## config.mk

```make
export PLATFORM = sky130hd
export DESIGN_NAME = wiegand_frame_receiver_unit
export DESIGN_NICKNAME = d
export VERILOG_FILES = /design/src/rtl/wfr_pkg.sv /design/src/rtl/wfr_ram.sv /design/src/rtl/wfr_ctrl.sv /design/src/rtl/wfr_datapath.sv /design/src/rtl/wiegand_frame_receiver_unit.sv
export SDC_FILE = /design/constraint.sdc
export NUM_CORES = 1
export LEC_CHECK = 0
export BUFFER_PORTS_ARGS = -buffer_cell sky130_fd_sc_hd__buf_2
export CAP_MARGIN = 20
export CORE_MARGIN = 5
export CORE_UTILIZATION = 60
export CTS_CLUSTER_SIZE = 40
export DETAILED_ROUTE_END_ITERATION = 12
export HOLD_SLACK_MARGIN = 0.08
export MAX_ROUTING_LAYER = met4
export PLACE_DENSITY = 0.84
export SKIP_LAST_GASP = 1
export SYNTH_ARGS = -nofsm -noshare
export SYNTH_HDL_FRONTEND = slang
export SYNTH_SLANG_ARGS = --single-unit
```

## constraint.sdc

```tcl
create_clock -name clk -period 3.55 [get_ports clk]
set_input_delay 0.1775 -clock clk [delete_from_list [all_inputs] [get_ports clk]]
set_output_delay 0.1775 -clock clk [all_outputs]
set_load 0.03 [all_outputs]
```

## src/rtl/wfr_pkg.sv

```systemverilog
package wfr_pkg;

    localparam int DEPTH_BYTES_DEF = 32;
    localparam int BITS_PER_BYTE   = 8;
    localparam int RESULT_CAP      = 32;

    localparam int FUNC_W    = 2;
    localparam int MAXB_W    = 6;
    localparam int IDX_W     = 5;
    localparam int BC_W      = 9;
    localparam int TIMEOUT_W = 24;

    localparam logic [TIMEOUT_W-1:0] TIMEOUT_RESET = 24'd50000;

    typedef enum logic [FUNC_W-1:0] {
        FN_D0   = 2'd0,
        FN_D1   = 2'd1,
        FN_TICK = 2'd2,
        FN_READ = 2'd3
    } func_t;

    typedef enum logic {
        ST_IDLE,
        ST_STREAM
    } state_t;

    typedef struct packed {
        logic take_bit;
        logic bit_val;
        logic tick;
        logic start_read;
        logic load_single;
        logic issue;
        logic load_out;
        logic clear_frame;
    } cmd_t;

    typedef struct packed {
        logic can_load;
        logic complete;
        logic n_zero;
        logic more;
        logic b_valid;
        logic b_last;
    } status_t;

endpackage

```

## src/rtl/wfr_ram.sv

```systemverilog
module wfr_ram
    #(
        parameter int WIDTH = 8,
        parameter int DEPTH = 32,
        parameter int AW    = (DEPTH > 1) ? $clog2(DEPTH) : 1
    )
    (
        input  logic             clk,
        input  logic             we,
        input  logic [AW-1:0]    waddr,
        input  logic [WIDTH-1:0] wdata,
        input  logic             re,
        input  logic [AW-1:0]    raddr,
        output logic [WIDTH-1:0] rdata
    );

    logic [WIDTH-1:0] mem [DEPTH];
    logic [WIDTH-1:0] rdata_reg;

    always_ff @(posedge clk)
    begin
        if (we)
        begin
            mem[waddr] <= wdata;
        end
        if (re)
        begin
            rdata_reg <= mem[raddr];
        end
    end

    assign rdata = rdata_reg;

endmodule

```

## src/rtl/wfr_ctrl.sv

```systemverilog
module wfr_ctrl
    import wfr_pkg::*;
    (
        input  logic              clk,
        input  logic              rst_n,
        input  logic              in_valid,
        input  logic [FUNC_W-1:0] func,
        input  status_t           status,
        output cmd_t              cmd,
        output logic              in_stall
    );

    state_t state_reg;
    state_t state_next;

    always_ff @(posedge clk or negedge rst_n)
    begin
        if (!rst_n)
        begin
            state_reg <= ST_IDLE;
        end
        else
        begin
            state_reg <= state_next;
        end
    end

    always_comb
    begin
        cmd        = '0;
        state_next = state_reg;
        in_stall   = 1'b1;
        case (state_reg)
            ST_IDLE:
            begin
                in_stall = (func_t'(func) == FN_READ) && !status.can_load;
                if (in_valid && !in_stall)
                begin
                    case (func_t'(func))
                        FN_D0:
                        begin
                            cmd.take_bit = 1'b1;
                        end
                        FN_D1:
                        begin
                            cmd.take_bit = 1'b1;
                            cmd.bit_val  = 1'b1;
                        end
                        FN_TICK:
                        begin
                            cmd.tick = 1'b1;
                        end
                        FN_READ:
                        begin
                            if (status.complete && !status.n_zero)
                            begin
                                cmd.start_read = 1'b1;
                                state_next     = ST_STREAM;
                            end
                            else
                            begin
                                cmd.load_single = 1'b1;
                                cmd.clear_frame = status.complete;
                            end
                        end
                        default:
                        begin
                            cmd = '0;
                        end
                    endcase
                end
            end
            ST_STREAM:
            begin
                cmd.issue    = status.more && (!status.b_valid || status.can_load);
                cmd.load_out = status.b_valid && status.can_load;
                if (cmd.load_out && status.b_last)
                begin
                    cmd.clear_frame = 1'b1;
                    state_next      = ST_IDLE;
                end
            end
            default:
            begin
                state_next = ST_IDLE;
            end
        endcase
    end

endmodule

```

## src/rtl/wfr_datapath.sv

```systemverilog
module wfr_datapath
    import wfr_pkg::*;
    #(
        parameter int DEPTH_BYTES = DEPTH_BYTES_DEF
    )
    (
        input  logic                 clk,
        input  logic                 rst_n,
        input  logic                 cfg_wr_en,
        input  logic [TIMEOUT_W-1:0] cfg_wr_data,
        input  logic [MAXB_W-1:0]    max_bytes,
        input  cmd_t                 cmd,
        output status_t              status,
        input  logic                 out_stall,
        output logic                 out_valid,
        output logic [7:0]           data_byte,
        output logic [IDX_W-1:0]     byte_index,
        output logic [BC_W-1:0]      bit_count,
        output logic                 data_valid,
        output logic                 last
    );

    localparam int CNT_W = $clog2(DEPTH_BYTES * BITS_PER_BYTE + 1);
    localparam int BSH   = $clog2(BITS_PER_BYTE);
    localparam int AW    = (DEPTH_BYTES > 1) ? $clog2(DEPTH_BYTES) : 1;
    localparam int CAP   = (DEPTH_BYTES < RESULT_CAP) ? DEPTH_BYTES : RESULT_CAP;
    localparam int KW    = MAXB_W;

    logic [TIMEOUT_W-1:0] timeout_reg;
    logic [TIMEOUT_W-1:0] idle_reg;
    logic [TIMEOUT_W-1:0] idle_next;
    logic [CNT_W-1:0]     count_reg;
    logic [CNT_W-1:0]     count_next;
    logic [7:0]           cur_reg;
    logic [7:0]           cur_next;
    logic [KW-1:0]        n_reg;
    logic [KW-1:0]        n_next;
    logic [KW-1:0]        k_reg;
    logic [KW-1:0]        k_next;
    logic                 b_valid_reg;
    logic                 b_valid_next;
    logic [IDX_W-1:0]     b_idx_reg;
    logic [IDX_W-1:0]     b_idx_next;
    logic                 b_cur_reg;
    logic                 b_cur_next;
    logic                 b_last_reg;
    logic                 b_last_next;

    logic                 out_valid_reg;
    logic                 out_valid_next;
    logic [7:0]           data_byte_reg;
    logic [7:0]           data_byte_next;
    logic [IDX_W-1:0]     byte_index_reg;
    logic [IDX_W-1:0]     byte_index_next;
    logic [BC_W-1:0]      bit_count_reg;
    logic [BC_W-1:0]      bit_count_next;
    logic                 data_valid_reg;
    logic                 data_valid_next;
    logic                 last_reg;
    logic                 last_next;

    logic [CNT_W-BSH-1:0] wr_pos;
    logic [31:0]          n_wide;
    logic [KW-1:0]        n_calc;
    logic [AW+KW-1:0]     k_ext;
    logic [7:0]           shifted;
    logic                 ram_we;
    logic [AW-1:0]        ram_waddr;
    logic [7:0]           ram_rdata;
    logic                 can_load;

    assign wr_pos    = count_reg[CNT_W-1:BSH];
    assign shifted   = {cur_reg[6:0], cmd.bit_val};
    assign ram_waddr = wr_pos[AW-1:0];
    assign k_ext     = {{AW{1'b0}}, k_reg};
    assign can_load  = !out_valid_reg || !out_stall;

    always_comb
    begin
        n_wide = 32'(wr_pos) + 32'd1;
        if (n_wide > 32'(max_bytes))
        begin
            n_wide = 32'(max_bytes);
        end
        if (n_wide > 32'(CAP))
        begin
            n_wide = 32'(CAP);
        end
        n_calc = n_wide[KW-1:0];
    end

    always_comb
    begin
        status.can_load = can_load;
        status.complete = (count_reg != '0) && (idle_reg > timeout_reg);
        status.n_zero   = (n_calc == '0);
        status.more     = (k_reg < n_reg);
        status.b_valid  = b_valid_reg;
        status.b_last   = b_last_reg;
    end

    always_comb
    begin
        idle_next  = idle_reg;
        count_next = count_reg;
        cur_next   = cur_reg;
        ram_we     = 1'b0;
        if (cmd.take_bit)
        begin
            idle_next = '0;
            if (32'(wr_pos) < 32'(DEPTH_BYTES))
            begin
                count_next = CNT_W'(count_reg + 1'b1);
                cur_next   = shifted;
                if (count_reg[BSH-1:0] == '1)
                begin
                    ram_we   = 1'b1;
                    cur_next = '0;
                end
            end
        end
        if (cmd.tick && (idle_reg != '1))
        begin
            idle_next = TIMEOUT_W'(idle_reg + 1'b1);
        end
        if (cmd.clear_frame)
        begin
            count_next = '0;
            cur_next   = '0;
        end
    end

    always_comb
    begin
        n_next       = n_reg;
        k_next       = k_reg;
        b_valid_next = b_valid_reg;
        b_idx_next   = b_idx_reg;
        b_cur_next   = b_cur_reg;
        b_last_next  = b_last_reg;
        if (cmd.start_read)
        begin
            n_next = n_calc;
            k_next = '0;
        end
        if (cmd.load_out)
        begin
            b_valid_next = 1'b0;
        end
        if (cmd.issue)
        begin
            b_valid_next = 1'b1;
            b_idx_next   = IDX_W'(k_reg);
            b_cur_next   = (32'(k_reg) == 32'(wr_pos));
            b_last_next  = (KW'(k_reg + 1'b1) == n_reg);
            k_next       = KW'(k_reg + 1'b1);
        end
    end

    always_comb
    begin
        out_valid_next  = out_valid_reg && out_stall;
        data_byte_next  = data_byte_reg;
        byte_index_next = byte_index_reg;
        bit_count_next  = bit_count_reg;
        data_valid_next = data_valid_reg;
        last_next       = last_reg;
        if (cmd.load_single)
        begin
            out_valid_next  = 1'b1;
            data_byte_next  = '0;
            byte_index_next = '0;
            bit_count_next  = status.complete ? BC_W'(count_reg) : '0;
            data_valid_next = 1'b0;
            last_next       = 1'b1;
        end
        else if (cmd.load_out)
        begin
            out_valid_next  = 1'b1;
            data_byte_next  = b_cur_reg ? cur_reg : ram_rdata;
            byte_index_next = b_idx_reg;
            bit_count_next  = BC_W'(count_reg);
            data_valid_next = 1'b1;
            last_next       = b_last_reg;
        end
    end

    always_ff @(posedge clk or negedge rst_n)
    begin
        if (!rst_n)
        begin
            timeout_reg   <= TIMEOUT_RESET;
            idle_reg      <= '0;
            count_reg     <= '0;
            cur_reg       <= '0;
            n_reg         <= '0;
            k_reg         <= '0;
            b_valid_reg   <= 1'b0;
            out_valid_reg <= 1'b0;
        end
        else
        begin
            if (cfg_wr_en)
            begin
                timeout_reg <= cfg_wr_data;
            end
            idle_reg      <= idle_next;
            count_reg     <= count_next;
            cur_reg       <= cur_next;
            n_reg         <= n_next;
            k_reg         <= k_next;
            b_valid_reg   <= b_valid_next;
            out_valid_reg <= out_valid_next;
        end
    end

    always_ff @(posedge clk)
    begin
        b_idx_reg      <= b_idx_next;
        b_cur_reg      <= b_cur_next;
        b_last_reg     <= b_last_next;
        data_byte_reg  <= data_byte_next;
        byte_index_reg <= byte_index_next;
        bit_count_reg  <= bit_count_next;
        data_valid_reg <= data_valid_next;
        last_reg       <= last_next;
    end

    wfr_ram
        #(
            .WIDTH (8),
            .DEPTH (DEPTH_BYTES),
            .AW    (AW)
        )
        u_buf
        (
            .clk   (clk),
            .we    (ram_we),
            .waddr (ram_waddr),
            .wdata (shifted),
            .re    (cmd.issue),
            .raddr (k_ext[AW-1:0]),
            .rdata (ram_rdata)
        );

    assign out_valid  = out_valid_reg;
    assign data_byte  = data_byte_reg;
    assign byte_index = byte_index_reg;
    assign bit_count  = bit_count_reg;
    assign data_valid = data_valid_reg;
    assign last       = last_reg;

endmodule

```

## src/rtl/wiegand_frame_receiver_unit.sv

```systemverilog
// Wiegand frame receiver. Each D0/D1 pulse item shifts one bit into the frame
// buffer and each tick item ages the idle counter; both never stall while no
// read is in progress. A frame is complete once it holds at least one bit and
// more than timeout_ticks ticks have passed since its last pulse. A read item
// on a complete frame streams min(bits/8+1, max_bytes, DEPTH_BYTES, 32) bytes,
// one per cycle while out_stall is low, through the buffer RAM's registered
// read port and the output register, then clears the frame; any other read
// returns a single item with last set. Input is stalled for the length of the
// stream and whenever a read finds the output register occupied and stalled.
module wiegand_frame_receiver_unit
    import wfr_pkg::*;
    #(
        parameter int DEPTH_BYTES = DEPTH_BYTES_DEF
    )
    (
        input  logic                 clk,
        input  logic                 rst_n,
        input  logic                 cfg_wr_en,
        input  logic [TIMEOUT_W-1:0] cfg_wr_data,
        input  logic                 in_valid,
        output logic                 in_stall,
        input  logic [FUNC_W-1:0]    func,
        input  logic [MAXB_W-1:0]    max_bytes,
        output logic                 out_valid,
        input  logic                 out_stall,
        output logic [7:0]           data_byte,
        output logic [IDX_W-1:0]     byte_index,
        output logic [BC_W-1:0]      bit_count,
        output logic                 data_valid,
        output logic                 last
    );

    cmd_t    cmd;
    status_t status;

    wfr_ctrl u_ctrl
        (
            .clk      (clk),
            .rst_n    (rst_n),
            .in_valid (in_valid),
            .func     (func),
            .status   (status),
            .cmd      (cmd),
            .in_stall (in_stall)
        );

    wfr_datapath
        #(
            .DEPTH_BYTES (DEPTH_BYTES)
        )
        u_datapath
        (
            .clk         (clk),
            .rst_n       (rst_n),
            .cfg_wr_en   (cfg_wr_en),
            .cfg_wr_data (cfg_wr_data),
            .max_bytes   (max_bytes),
            .cmd         (cmd),
            .status      (status),
            .out_stall   (out_stall),
            .out_valid   (out_valid),
            .data_byte   (data_byte),
            .byte_index  (byte_index),
            .bit_count   (bit_count),
            .data_valid  (data_valid),
            .last        (last)
        );

endmodule

```

; Yosys cells after proc, flatten, opt, wreduce, memory -nomap -nowiden
; Memory sizes are Yosys's and may differ from the RTL's. A register that Yosys moved wholly into a read port is not among the register bits.
; Index checks and enable logic that the tools add are counted.
[totals]
ff_bits = 111
ram_bits = 256
in_bits = 37
output_inout_bits = 26
elab_cells = 106
n_memories = 1
[mem_list]
columns = name, words, word_bits, rd, rd_ports_with_merged_regs, wr, line
row1 = u_datapath.u_buf.mem, 32, 8, 1, 1, 1, wfr_ram.sv:17  ; logic [WIDTH-1:0] mem [DEPTH];
[classes]
addsub = 4
magnitude_cmp = 5
n_eq_ne = 7
n_mux = 43
bitwise = 1
n_reduce_logical = 28
[op_table]
columns = cell, n
row1 = $mux 9, 6
row2 = $mux 24, 2
row3 = $mux 8, 6
row4 = $gt 32x6->1, 1
row5 = $add 24x1->24 const B, 1
row6 = $gt 24x24->1, 1
row7 = $ne 24x24->1 const B, 1
row8 = $mux 1, 21
row9 = $mux 6, 3
row10 = $eq 6x6->1, 2
row11 = $reduce_bool 2->1, 6
row12 = $add 9x1->9 const B, 1
row13 = $logic_and 1x1->1, 9
row14 = $reduce_bool 9->1, 1
row15 = $add 6x1->7 const B, 1
row16 = $gt 7x6->1 const B, 1
row17 = $mux 7, 1
row18 = $add 6x1->6 const B, 1
row19 = $logic_not 1->1, 6
row20 = $logic_not 6->1, 1
row21 = $lt 6x6->1, 1
row22 = $lt 6x6->1 const B, 1
row23 = $pmux 3 s2, 1
row24 = $mux 5, 1
row25 = 10 further kinds, 12

; Depth between registers and ports, before layout
; Gate-level depths: netlist (run 1).
[depth]
word_depth = 16
depth_mapped = 13
depth_no_buf = 12

; Hierarchy
; A second synthesis (run 1) with hierarchy kept.
[hier_totals]
hier_cells = 1074
hier_area_um2 = 16374.5
[by_module_without_submodules]
columns = mod, n_inst, cells_per_inst, area_per_inst_um2, seq_area_each_um2
row1 = wfr_ram, 1, 417, 10133.5, 7927.6
row2 = wfr_datapath, 1, 636, 6074.6, 2765.2
row3 = wfr_ctrl, 1, 21, 166.4, 25.0

; Worst setup path before layout (run 1)
; No wires, ideal clock.
[synth_timing]
path_type = flip-flop to flip-flop
startpoint = reg u_datapath.count_reg[3]
endpoint = reg u_datapath.bit_count_reg[0], in the netlist u_datapath.bit_count[0] (enable)
setup_time_ns = 0.334
arrival_ns = 2.678
setup_slack_ns = 0.538
path_stages_with_launch = 13
n_path_buf = 0
path_cell_list = dfrtp_1 inv_1 nor3_2 xnor2_2 inv_1 ha_1 nand4_1 o22ai_1 a31oi_1 nor2_1 mux2i_1 o21ai_0 nand2_1
[synth_between]
elab_chain_cells = 13
[synth_lines]
columns = item, line
row1 = "start, declared", wfr_datapath.sv:32  ; logic [CNT_W-1:0] count_reg;
row2 = "start signal, assigned", wfr_datapath.sv:208  ; count_reg <= count_next;
row3 = $add 6x1->7, wfr_datapath.sv:80  ; n_wide = 32'(wr_pos) + 32'd1;
row4 = $gt 32x6->1, wfr_datapath.sv:81  ; if (n_wide > 32'(max_bytes))
row5 = $mux 7, wfr_datapath.sv:81
row6 = $gt 7x6->1, wfr_datapath.sv:85  ; if (n_wide > 32'(CAP))
row7 = $mux 6, wfr_datapath.sv:85
row8 = $logic_not 6->1, wfr_datapath.sv:96  ; status.n_zero = (n_calc == '0);
row9 = $logic_not 1->1, wfr_ctrl.sv:55  ; if (status.complete && !status.n_zero)
row10 = $logic_and 1x1->1 *, wfr_ctrl.sv:55
row11 = $mux 1 *, wfr_ctrl.sv:55
row12 = $mux 2 *, wfr_ctrl.sv:39  ; case (func_t'(func))
row13 = $mux 8 *, wfr_ctrl.sv:37  ; if (in_valid && !in_stall)
row14 = $mux 5 *, wfr_ctrl.sv:33  ; case (state_reg)
row15 = $reduce_bool 2->1 (no line) *, --
row16 = "end signal, assigned", wfr_datapath.sv:224  ; bit_count_reg <= bit_count_next;
row17 = "end, declared", wfr_datapath.sv:55  ; logic [BC_W-1:0] bit_count_reg;
; Mark *: on every way between the ends. The rest lies on a longest branch, timed or not.
; A chain may end at the register's enable or synchronous reset.

; Worst setup path after layout (run 1)
[layout_timing]
startpoint = reg u_datapath.count_reg[4]
endpoint = reg u_datapath.n_reg[0]
[layout_between]
elab_chain_cells = 12
[layout_lines]
columns = item, line
row1 = $add 6x1->7, wfr_datapath.sv:80
row2 = $gt 32x6->1, wfr_datapath.sv:81
row3 = $mux 7, wfr_datapath.sv:81
row4 = $gt 7x6->1, wfr_datapath.sv:85
row5 = $mux 6, wfr_datapath.sv:85
row6 = $logic_not 6->1, wfr_datapath.sv:96
row7 = $logic_not 1->1, wfr_ctrl.sv:55
row8 = $logic_and 1x1->1, wfr_ctrl.sv:55
row9 = $mux 1, wfr_ctrl.sv:55
row10 = $mux 2, wfr_ctrl.sv:39
row11 = $mux 8, wfr_ctrl.sv:37
row12 = $mux 5, wfr_ctrl.sv:33
row13 = "end signal, assigned", wfr_datapath.sv:210  ; n_reg <= n_next;
row14 = "end, declared", wfr_datapath.sv:36  ; logic [KW-1:0] n_reg;
; Parallel ways exist; a longest one is shown, timed or not.

==> impl_metrics.yaml, run 1 <==
status:
  outcome: "finished, final reports clean"
floorplan:
  fp.dieH_um: 174
  core_area_mm2: 0.0267
  io_pins: 63
  start_util_pct: 60.4
  rows: 60
  die_x_um: 174
  fp.dieArea_mm2: 0.0303
synthesis:
  yosys.area.top_type: "edfxtp_1"
  synthesis.area_mm2: 0.0162
  ys_types: 58
  synth_cells: 1059
  async_flop_share_pct: 21.3
  synthAdderAreaFrac_pct: 3.49
  syn_nets: 1141
  yosysTopAreaCellShare_pct: 52.0
  ys_ff_latch: 375
  synth_seq_area_share_pct: 66.3
  yosys.area_share.simple_pct: 8.16
  synth-xor-area-share_pct: 1.29
  syn_avg_cell_area_um2: 15.3
  synth_edf_count: 280
  synth_mux_area_share_pct: 13.2
  synthFlopType: "edfxtp_1"
  synth_warnings: 0
  synth_compound_area_share_pct: 5.20
  synth_top_family_by_area: "multiplexers"
  synth_area_leaders: "edfxtp_1 (52%), dfrtp_1 (11%), mux4_2 (11%), ha_1 (3.5%), nor2_1 (2.0%)"
critical_path:
  worst-r2r-cell-count: 12
  rr_startpoint: "u_datapath.count_reg[4]"
  r2r_end: "u_datapath.n_reg[0]"
  endpoint_kind: "flip-flop"
  cp.required_ns: 3.95
  critPathMaxFanout: 12
  critPathArrivalTime_ns: 3.79
  rrSetupSlack_ns: 0.16
  cp-start-kind: "flip-flop"
  crit_type: "flip-flop to flip-flop"
sta:
  period_minus_slack_ns: 3.39
  fmax_mhz: 295
  tightest_slew_ns: 0.913
  rsz0062_at_grt: "yes"
  worst_clock_skew_ns: 0.0162
  hold_viol: 0
  tns_ns: 0
  worst_slack_ns: 0.163
  slew_headroom_pct: 38.7
  setup_violations: 0
  post-route-period-util_pct: 95.4
  final_max_slew_viol_count: 0
  hold_ws_ns: 0.123
clock_network:
  cts_sinks: 375
  h-tree-depth: 2
  cts_root_buffer: "clkbuf_16"
  insertion_delay_ns: 0.53
  numCtsBuffers: 36
  cts_setup_buffers: 0
  cts.clk_slew.worst_paths_ns: 0.06
  clockBufferDepth: 3
  cts_tree: "built"
power_and_ir_drop:
  clock_power_share_pct: 32.7
  power.switching_mw: 3.40
  internal_power_mw: 8.75
  combinationalPowerShare_pct: 23.2
  p_per_area_mw_per_mm2: 647
  power_frac_seq_pct: 44.1
  leakagePower_nw: 6.92
  sw_frac_of_total_pct: 28.0
  max-vdd-ir-drop_mv: 0.303
detailed_routing:
  vias: 10300
  finalWirelength_mm: 39.6
  drc: 0
  firstDrtPassIters: 5
  final_antenna_net_count: 0
  vias_per_cell: 6.58
  drtIter0Drc: 1520
  wl_per_cell_um: 25.2
grt:
  grt_pass1_vias: 10300
  antenna_found_initial: 2
  grt_pass1_wl_mm: 60.3
  grt_max_degree: 81
  grtUsageTotal_pct: 26.5
  grt-ovfl-total: 0
worst_hold_path:
  hold_path.startpoint: "func[1]"
  hp-class: "primary input to flip-flop"
  hold_path_depth: 3
  holdPathEnd: "u_datapath.idle_reg[11]"
place:
  dp_hpwl_mm: 23.1
  place_inst: 1468
  place_ws_ns: 0.113
  routabilityCongestion: 0.900
  io_buffers: 62
layout:
  layout_common_cells: "edfxtp_1 (280), nor2_1 (84), mux4_2 (80)"
  final_net_count: 1281
  area_growth_pct: 16.2
  n_fill_cell: 1546
  stdcell_count: 1569
  drive_gt1_share_pct: 24.1
  final_common_cell: "edfxtp_1"
  largest_register_ffs: 256
flow_run:
  drv_cap: 0
final cells by class:
cell class / count / area [um2] / share of cell area (%)
antenna: 2 / 5.00 / 0.0267
clock buffer: 46 / 978 / 5.21
clock inverter: 19 / 246 / 1.31
inverter: 47 / 176 / 0.940
multi-input combinational: 592 / 5060 / 27.0
sequential: 375 / 10700 / 57.1
tap: 341 / 427 / 2.27
timing repair buffer: 147 / 1150 / 6.14
per-layer routing:
metal	share of wire [%]	wire length, um	vias up	GRT usage [%]
met5	0	0	-	-
met4	2.9	1140	0	7.39
met3	8.9	3530	111	3.83
met2	51	20000	650	44.0
met1	38	14900	5221	34.9
li1	-	-	4335	-
logic make-up after synthesis:
logic type / Yosys count
DFF: 375
muxes: 111
AOI/OAI and AO/OA: 134
adders and majority gates: 45
buffers and inverters: 92
and+or+nand+nor: 279
xor gates and xnor gates: 23
how the worst max path moves through the flow:
stage / from / endpoint / slack, ns / depth (start not counted)
after floorplan: u_datapath.count_reg[3] / u_datapath.bit_count[0] / 0.54 / 12
after global placement: u_datapath.count_reg[3] / u_datapath.n_reg[3] / 0.30 / 11
after detailed placement: u_datapath.count_reg[3] / u_datapath.n_reg[0] / 0.11 / 12
after CTS: u_datapath.count_reg[3] / u_datapath.n_reg[0] / 0.10 / 12
after global routing: u_datapath.count_reg[4] / u_datapath.n_reg[3] / -0.04 / 12
final: u_datapath.count_reg[4] / u_datapath.n_reg[0] / 0.16 / 12
Yosys cell counts (8+ instances only):
cell type and number:
a211oi_1 12, a21oi_1 30, and2_1 8, buf_2 11, clkbuf_1 27, dfrtp_1 74
dfxtp_1 15, edfxtp_1 280, ha_1 45, inv_1 46, mux2_2 15, mux2i_1 16
mux4_2 80, nand2_1 79, nand3_1 37, nand4_1 13, nor2_1 84, nor3_1 10
nor3b_1 8, o211ai_1 10, o21ai_0 45, o31ai_1 14, xnor2_1 15
power by group through the flow:
stage	logic, mW	clock network (mW)	registers [mW]
after floorplan	1.82	0	5.40
after global placement	2.42	0	5.52
after detailed placement	2.50	0	5.55
after CTS	2.58	4.00	5.46
after global routing	3.01	4.21	5.37
final	2.82	3.97	5.35
stage by stage:
| stage | power, mW | util [%] | cell area (um2) |
|---|---|---|---|
| 6_report | 12.1 | 70.3 | 18800 |
| 5_1_grt | 12.6 | 70.3 | 18800 |
| 4_1_cts | 12.0 | 69.6 | 18600 |
| 3_5_place_dp | 8.05 | 64.1 | 17100 |
| 3_3_place_gp | 7.94 | 64.1 | 17100 |
| 2_1_floorplan | 7.22 | - | 16200 |
worst max-delay path, stage by stage (launching register included):
cell,delay [ns]
dfrtp_1,0.43
inv_1,0.17
nor3_2,0.26
xnor2_2,0.21
inv_1,0.10
ha_1,0.34
nand4_1,0.10
o22ai_1,0.16
a31oi_1,0.07
nor2_1,0.18
mux2i_1,0.16
nor3_2,0.68
mux2_2,0.42
timing repair:
| item | 4_1_cts | 5_1_grt |
|---|---|---|
| hold buffers | 27 | 1 |
| resized for setup | 0 | 3 |
| endpoints found under the hold margin | 100 | 7 |
| setup endpoints to repair | 0 | 28 |
No activity file was read; power rests on OpenSTA's default activity.
==> run 2, diff against run 1 <==
- CAP_MARGIN: 20 -> 5
- RECOVER_POWER: default -> 100
==> impl_metrics.yaml, run 2 (synthesis gave the netlist of run 1 again) <==
flow_run:
  drv_cap: 5
grt:
  grt-ovfl-total: 0
  antenna_found_initial: 2
  grt_pass1_wl_mm: 60.3
  grt_pass1_vias: 10300
  grtUsageTotal_pct: 26.5
  grt_max_degree: 81
detailed_routing:
  drtIter0Drc: 1458
  final_antenna_net_count: 0
  wl_per_cell_um: 24.7
  firstDrtPassIters: 9
  finalWirelength_mm: 38.5
  drc: 0
  vias_per_cell: 6.48
  vias: 10100
layout:
  layout_common_cells: "edfxtp_1 (280), nor2_1 (86), mux4_2 (80)"
  post-route-util_pct: 68.9
  area_growth_pct: 14.1
  stdcell_count: 1562
  largest_register_ffs: 256
  final_net_count: 1274
  design_area_mm2: 0.0184
  final_common_cell: "edfxtp_1"
  drive_gt1_share_pct: 18.0
critical_path:
  cp_common_cell: "mux4_2"
  rr_startpoint: "u_datapath.k_reg[1]"
  crit_type: "flip-flop to flip-flop"
  max_stage_delay_ns: 1.40
  endpoint_kind: "flip-flop"
  critPathArrivalTime_ns: 3.71
  worst-r2r-cell-count: 4
  rrSetupSlack_ns: 0.11
  cp.required_ns: 3.82
  critPathMaxFanout: 69
  r2r_end: "u_datapath.u_buf.rdata[7]"
  cp-start-kind: "flip-flop"
  slowest_stage: "clkbuf_2"
  path_cells: "clkbuf_2 -> mux4_2 -> mux4_2 -> mux2_2"
clock_network:
  cts.clk_slew.worst_paths_ns: 0.06
  clockBufferDepth: 3
  insertion_delay_ns: 0.53
  h-tree-depth: 2
  numCtsBuffers: 36
  cts_sinks: 375
  cts_root_buffer: "clkbuf_16"
  cts_tree: "built"
  cts_setup_buffers: 0
floorplan:
  rows: 60
  fp.dieArea_mm2: 0.0303
  core_area_mm2: 0.0267
  io_pins: 63
  fp.dieH_um: 174
  start_util_pct: 60.4
  die_x_um: 174
place:
  place_inst: 1468
  io_buffers: 62
  dpl-instance-area_mm2: 0.0171
  routabilityCongestion: 0.900
  dp_hpwl_mm: 23.1
worst_hold_path:
  holdPathEnd: "u_datapath.idle_reg[11]"
  hold_path.startpoint: "func[1]"
  hold_path_depth: 3
  hp-class: "primary input to flip-flop"
sta:
  final_max_slew_viol_count: 258
  worst_clock_skew_ns: 0.0172
  period_minus_slack_ns: 3.44
  tightest_slew_ns: 2.02
  fmax_mhz: 291
  post-route-period-util_pct: 96.9
  slew_headroom_pct: -34.7
  hold_viol: 0
  setup_violations: 0
status:
  outcome: "finished with violations"
  violations: "capacitance limit, slew limit"
power_and_ir_drop:
  leakagePower_nw: 6.59
  max-vdd-ir-drop_mv: 0.302
  p_per_area_mw_per_mm2: 654
run 2: cell types whose count changed in the layout (fill, tap and decap cells not counted), sizes merged:
cell         change
buf             -75
dlygate4sd3      -1
clkbuf          +69
run 2: worst max path at each step:
| stage | from | cells after the start | to |
|---|---|---|---|
| after global placement | u_datapath.count_reg[3] | 11 | u_datapath.n_reg[3] |
| final | u_datapath.k_reg[1] | 4 | u_datapath.u_buf.rdata[7] |
| after global routing | u_datapath.count_reg[3] | 12 | u_datapath.bit_count[3] |
| after detailed placement | u_datapath.count_reg[3] | 12 | u_datapath.n_reg[0] |
| after floorplan | u_datapath.count_reg[3] | 12 | u_datapath.bit_count[0] |
| after CTS | u_datapath.count_reg[3] | 12 | u_datapath.n_reg[0] |
run 2: power by group:
| part | switching (mW) | internal (mW) |
|---|---|---|
| Sequential | 0.372 | 5.10 |
| Clock | 1.63 | 2.33 |
| Combinational | 1.33 | 1.27 |
run 2: timing repair:
action | in CTS | in global routing
setup endpoints to repair | 0 | 19
gates resized for setup | 0 | 3
hold buffers | 27 | 0
hold endpoints to repair | 100 | 0
run 2: cell type report:
class	instances	area, um2
Fill cell	1655	8300
Clock buffer	46	978
Multi-Input combinational cell	592	5070
Clock inverter	19	246
Timing Repair Buffer	140	805
Tap cell	341	427
Sequential cell	375	10700
Inverter	47	176
Antenna cell	2	5.00
run 2: critical path, delay by kind of cell, from the launching register on:
kind                   cells  cell delay (ns)
buffers and inverters      1             1.40
multiplexers               3             1.34
flip-flops                 1             0.36
run 2: through the flow:
stage / hold slack (ns) / setup TNS [ns] / power, mW / setup slack (ns)
floorplan: -0.118 / 0 / 7.22 / 0.538
global placement: 0.386 / 0 / 7.94 / 0.296
detailed placement: 0.392 / 0 / 8.05 / 0.113
CTS: 0.0983 / 0 / 12.0 / 0.102
global route: 0.146 / -0.350 / 12.5 / -0.0381
finish: 0.109 / 0 / 12.0 / 0.112
run 2: routing by layer:
layer	global-route usage, %	routed length [um]	vias up
met5	-	0	-
met4	7.39	1130	0
met3	3.83	3330	105
met2	44.0	19500	602
met1	34.9	14600	5101
li1	-	-	4316
==> run 3, diff against run 2 <==
- CORE_MARGIN: 5 -> 4
==> impl_metrics.yaml, run 3 (synthesis gave the netlist of run 1 again) <==
power_and_ir_drop:
  leakagePower_nw: 6.75
  power_mw: 12.2
  p_per_area_mw_per_mm2: 661
  max-vdd-ir-drop_mv: 0.347
floorplan:
  core_area_mm2: 0.0263
  start_util_pct: 61.5
  fp.dieArea_mm2: 0.0296
  fp.dieH_um: 172
  die_x_um: 172
  rows: 59
  io_pins: 63
sta:
  fmax_mhz: 291
  tightest_slew_ns: 2.05
  worst_clock_skew_ns: 0.0224
  worst_slack_ns: 0.109
  rsz0062_at_grt: "yes"
  tns_ns: 0
  post-route-period-util_pct: 96.9
  slew_headroom_pct: -36.4
  setup_violations: 0
  final_max_slew_viol_count: 107
  period_minus_slack_ns: 3.44
  hold_viol: 0
critical_path:
  endpoint_kind: "flip-flop"
  critPathMaxFanout: 16
  r2r_end: "u_datapath.u_buf.mem[31][7]"
  slowest_stage: "nor2_1"
  rr_startpoint: "u_ctrl.state_reg"
  max_stage_delay_ns: 0.66
  path_cells: "or3b_1 -> clkbuf_2 -> nor2_1 -> nand3_1 -> nor2_1 -> clkbuf_2"
  crit_type: "flip-flop to flip-flop"
  cp.required_ns: 3.75
  critPathArrivalTime_ns: 3.64
  rrSetupSlack_ns: 0.11
  cp-start-kind: "flip-flop"
  worst-r2r-cell-count: 6
layout:
  post-route-util_pct: 70.4
  final_net_count: 1275
  drive_gt1_share_pct: 20.7
  largest_register_ffs: 256
  layout_common_cells: "edfxtp_1 (280), nor2_1 (86), mux4_2 (80)"
  final_common_cell: "edfxtp_1"
  area_growth_pct: 14.6
  n_fill_cell: 1599
worst_hold_path:
  hold_path_depth: 4
  hp-class: "primary input to flip-flop"
  holdPathEnd: "u_datapath.n_reg[0]"
  hold_path.startpoint: "max_bytes[0]"
detailed_routing:
  vias: 10300
  drc: 0
  drtIter0Drc: 1223
  finalWirelength_mm: 40.0
  final_antenna_net_count: 0
  firstDrtPassIters: 7
  vias_per_cell: 6.60
  wl_per_cell_um: 25.6
clock_network:
  cts_root_buffer: "clkbuf_16"
  clockBufferDepth: 3
  cts_sinks: 375
  insertion_delay_ns: 0.53
  h-tree-depth: 2
  cts.clk_slew.worst_paths_ns: 0.06
  numCtsBuffers: 38
  cts_tree: "built"
place:
  place_ws_ns: 0.225
  routabilityCongestion: 0.882
  dp_hpwl_mm: 22.8
  io_buffers: 62
grt:
  grtUsageTotal_pct: 28.3
  grt-ovfl-total: 0
  antenna_found_initial: 1
  grt_pass1_vias: 10100
  grt_max_degree: 81
  grt_pass1_wl_mm: 61.0
flow_run:
  drv_cap: 2
status:
  violations: "capacitance limit, slew limit"
  outcome: "finished with violations"
## run 3: cell types whose count changed in the layout (fill, tap and decap cells not counted), sizes merged
cell         change
dlygate4sd3      -1
inv              -1
clkbuf           -4
clkinv           +8
clkinvlp         -1
bufinv           +1
buf              +2
## run 3: area by class of cell
class,count,area (um2),area share (%)
Timing Repair Buffer,139,825,4.45
Clock inverter,26,297,1.60
Multi-Input combinational cell,592,5050,27.3
Inverter,47,176,0.953
Tap cell,335,419,2.26
Antenna cell,2,5.00,0.0270
Sequential cell,375,10700,57.9
Clock buffer,44,1010,5.48
## run 3: metal layers
layer | routed length (um) | global-route usage, % | share of wire (%)
met1 | 14700 | 37.7 | 37
met5 | 0 | - | 0
met2 | 20200 | 46.1 | 50
met3 | 3720 | 4.76 | 9.3
met4 | 1380 | 8.03 | 3.5
## run 3: report_power, final
part           switching [mW]  total, mW  internal, mW
Sequential              0.439       5.54          5.10
Combinational            1.28       2.50          1.22
Clock                    1.71       4.20          2.50
Total                    3.43       12.2          8.81
## run 3: through the flow
step | area, um2 | hold slack (ns) | std cells
2_1_floorplan | 16200 | -0.118 | 1059
3_3_place_gp | 17100 | 0.384 | 1462
3_5_place_dp | 17100 | 0.389 | 1462
4_1_cts | 18700 | 0.119 | 1558
5_1_grt | 18500 | 0.150 | 1559
6_report | 18500 | 0.134 | 1560
## run 3: worst max-delay path by stage
stage,from,end,slack [ns],cells past startpoint
finish,u_ctrl.state_reg,u_datapath.u_buf.mem[31][7],0.11,6
global route,u_datapath.count_reg[3],u_datapath.n_reg[0],-0.04,12
CTS,u_datapath.count_reg[3],u_datapath.n_reg[3],0.22,11
detailed placement,u_datapath.count_reg[3],u_datapath.n_reg[2],0.23,11
global placement,u_datapath.count_reg[3],u_datapath.n_reg[4],0.29,11
floorplan,u_datapath.count_reg[3],u_datapath.bit_count[0],0.54,12
## run 3: critical path: cells and delay by family (launching register included)
family                 cells  cell delay (ns)
buffers and inverters      2             0.62
flip-flops                 1             0.46
AND/OR/NAND/NOR            4             2.03
## run 3: timing repair
action                                  CTS  global route
hold buffers                             26             0
hold endpoints to repair                 99             0
gates resized for setup                   0             1
endpoints found under the setup margin    0            14
buffers inserted                          0             0
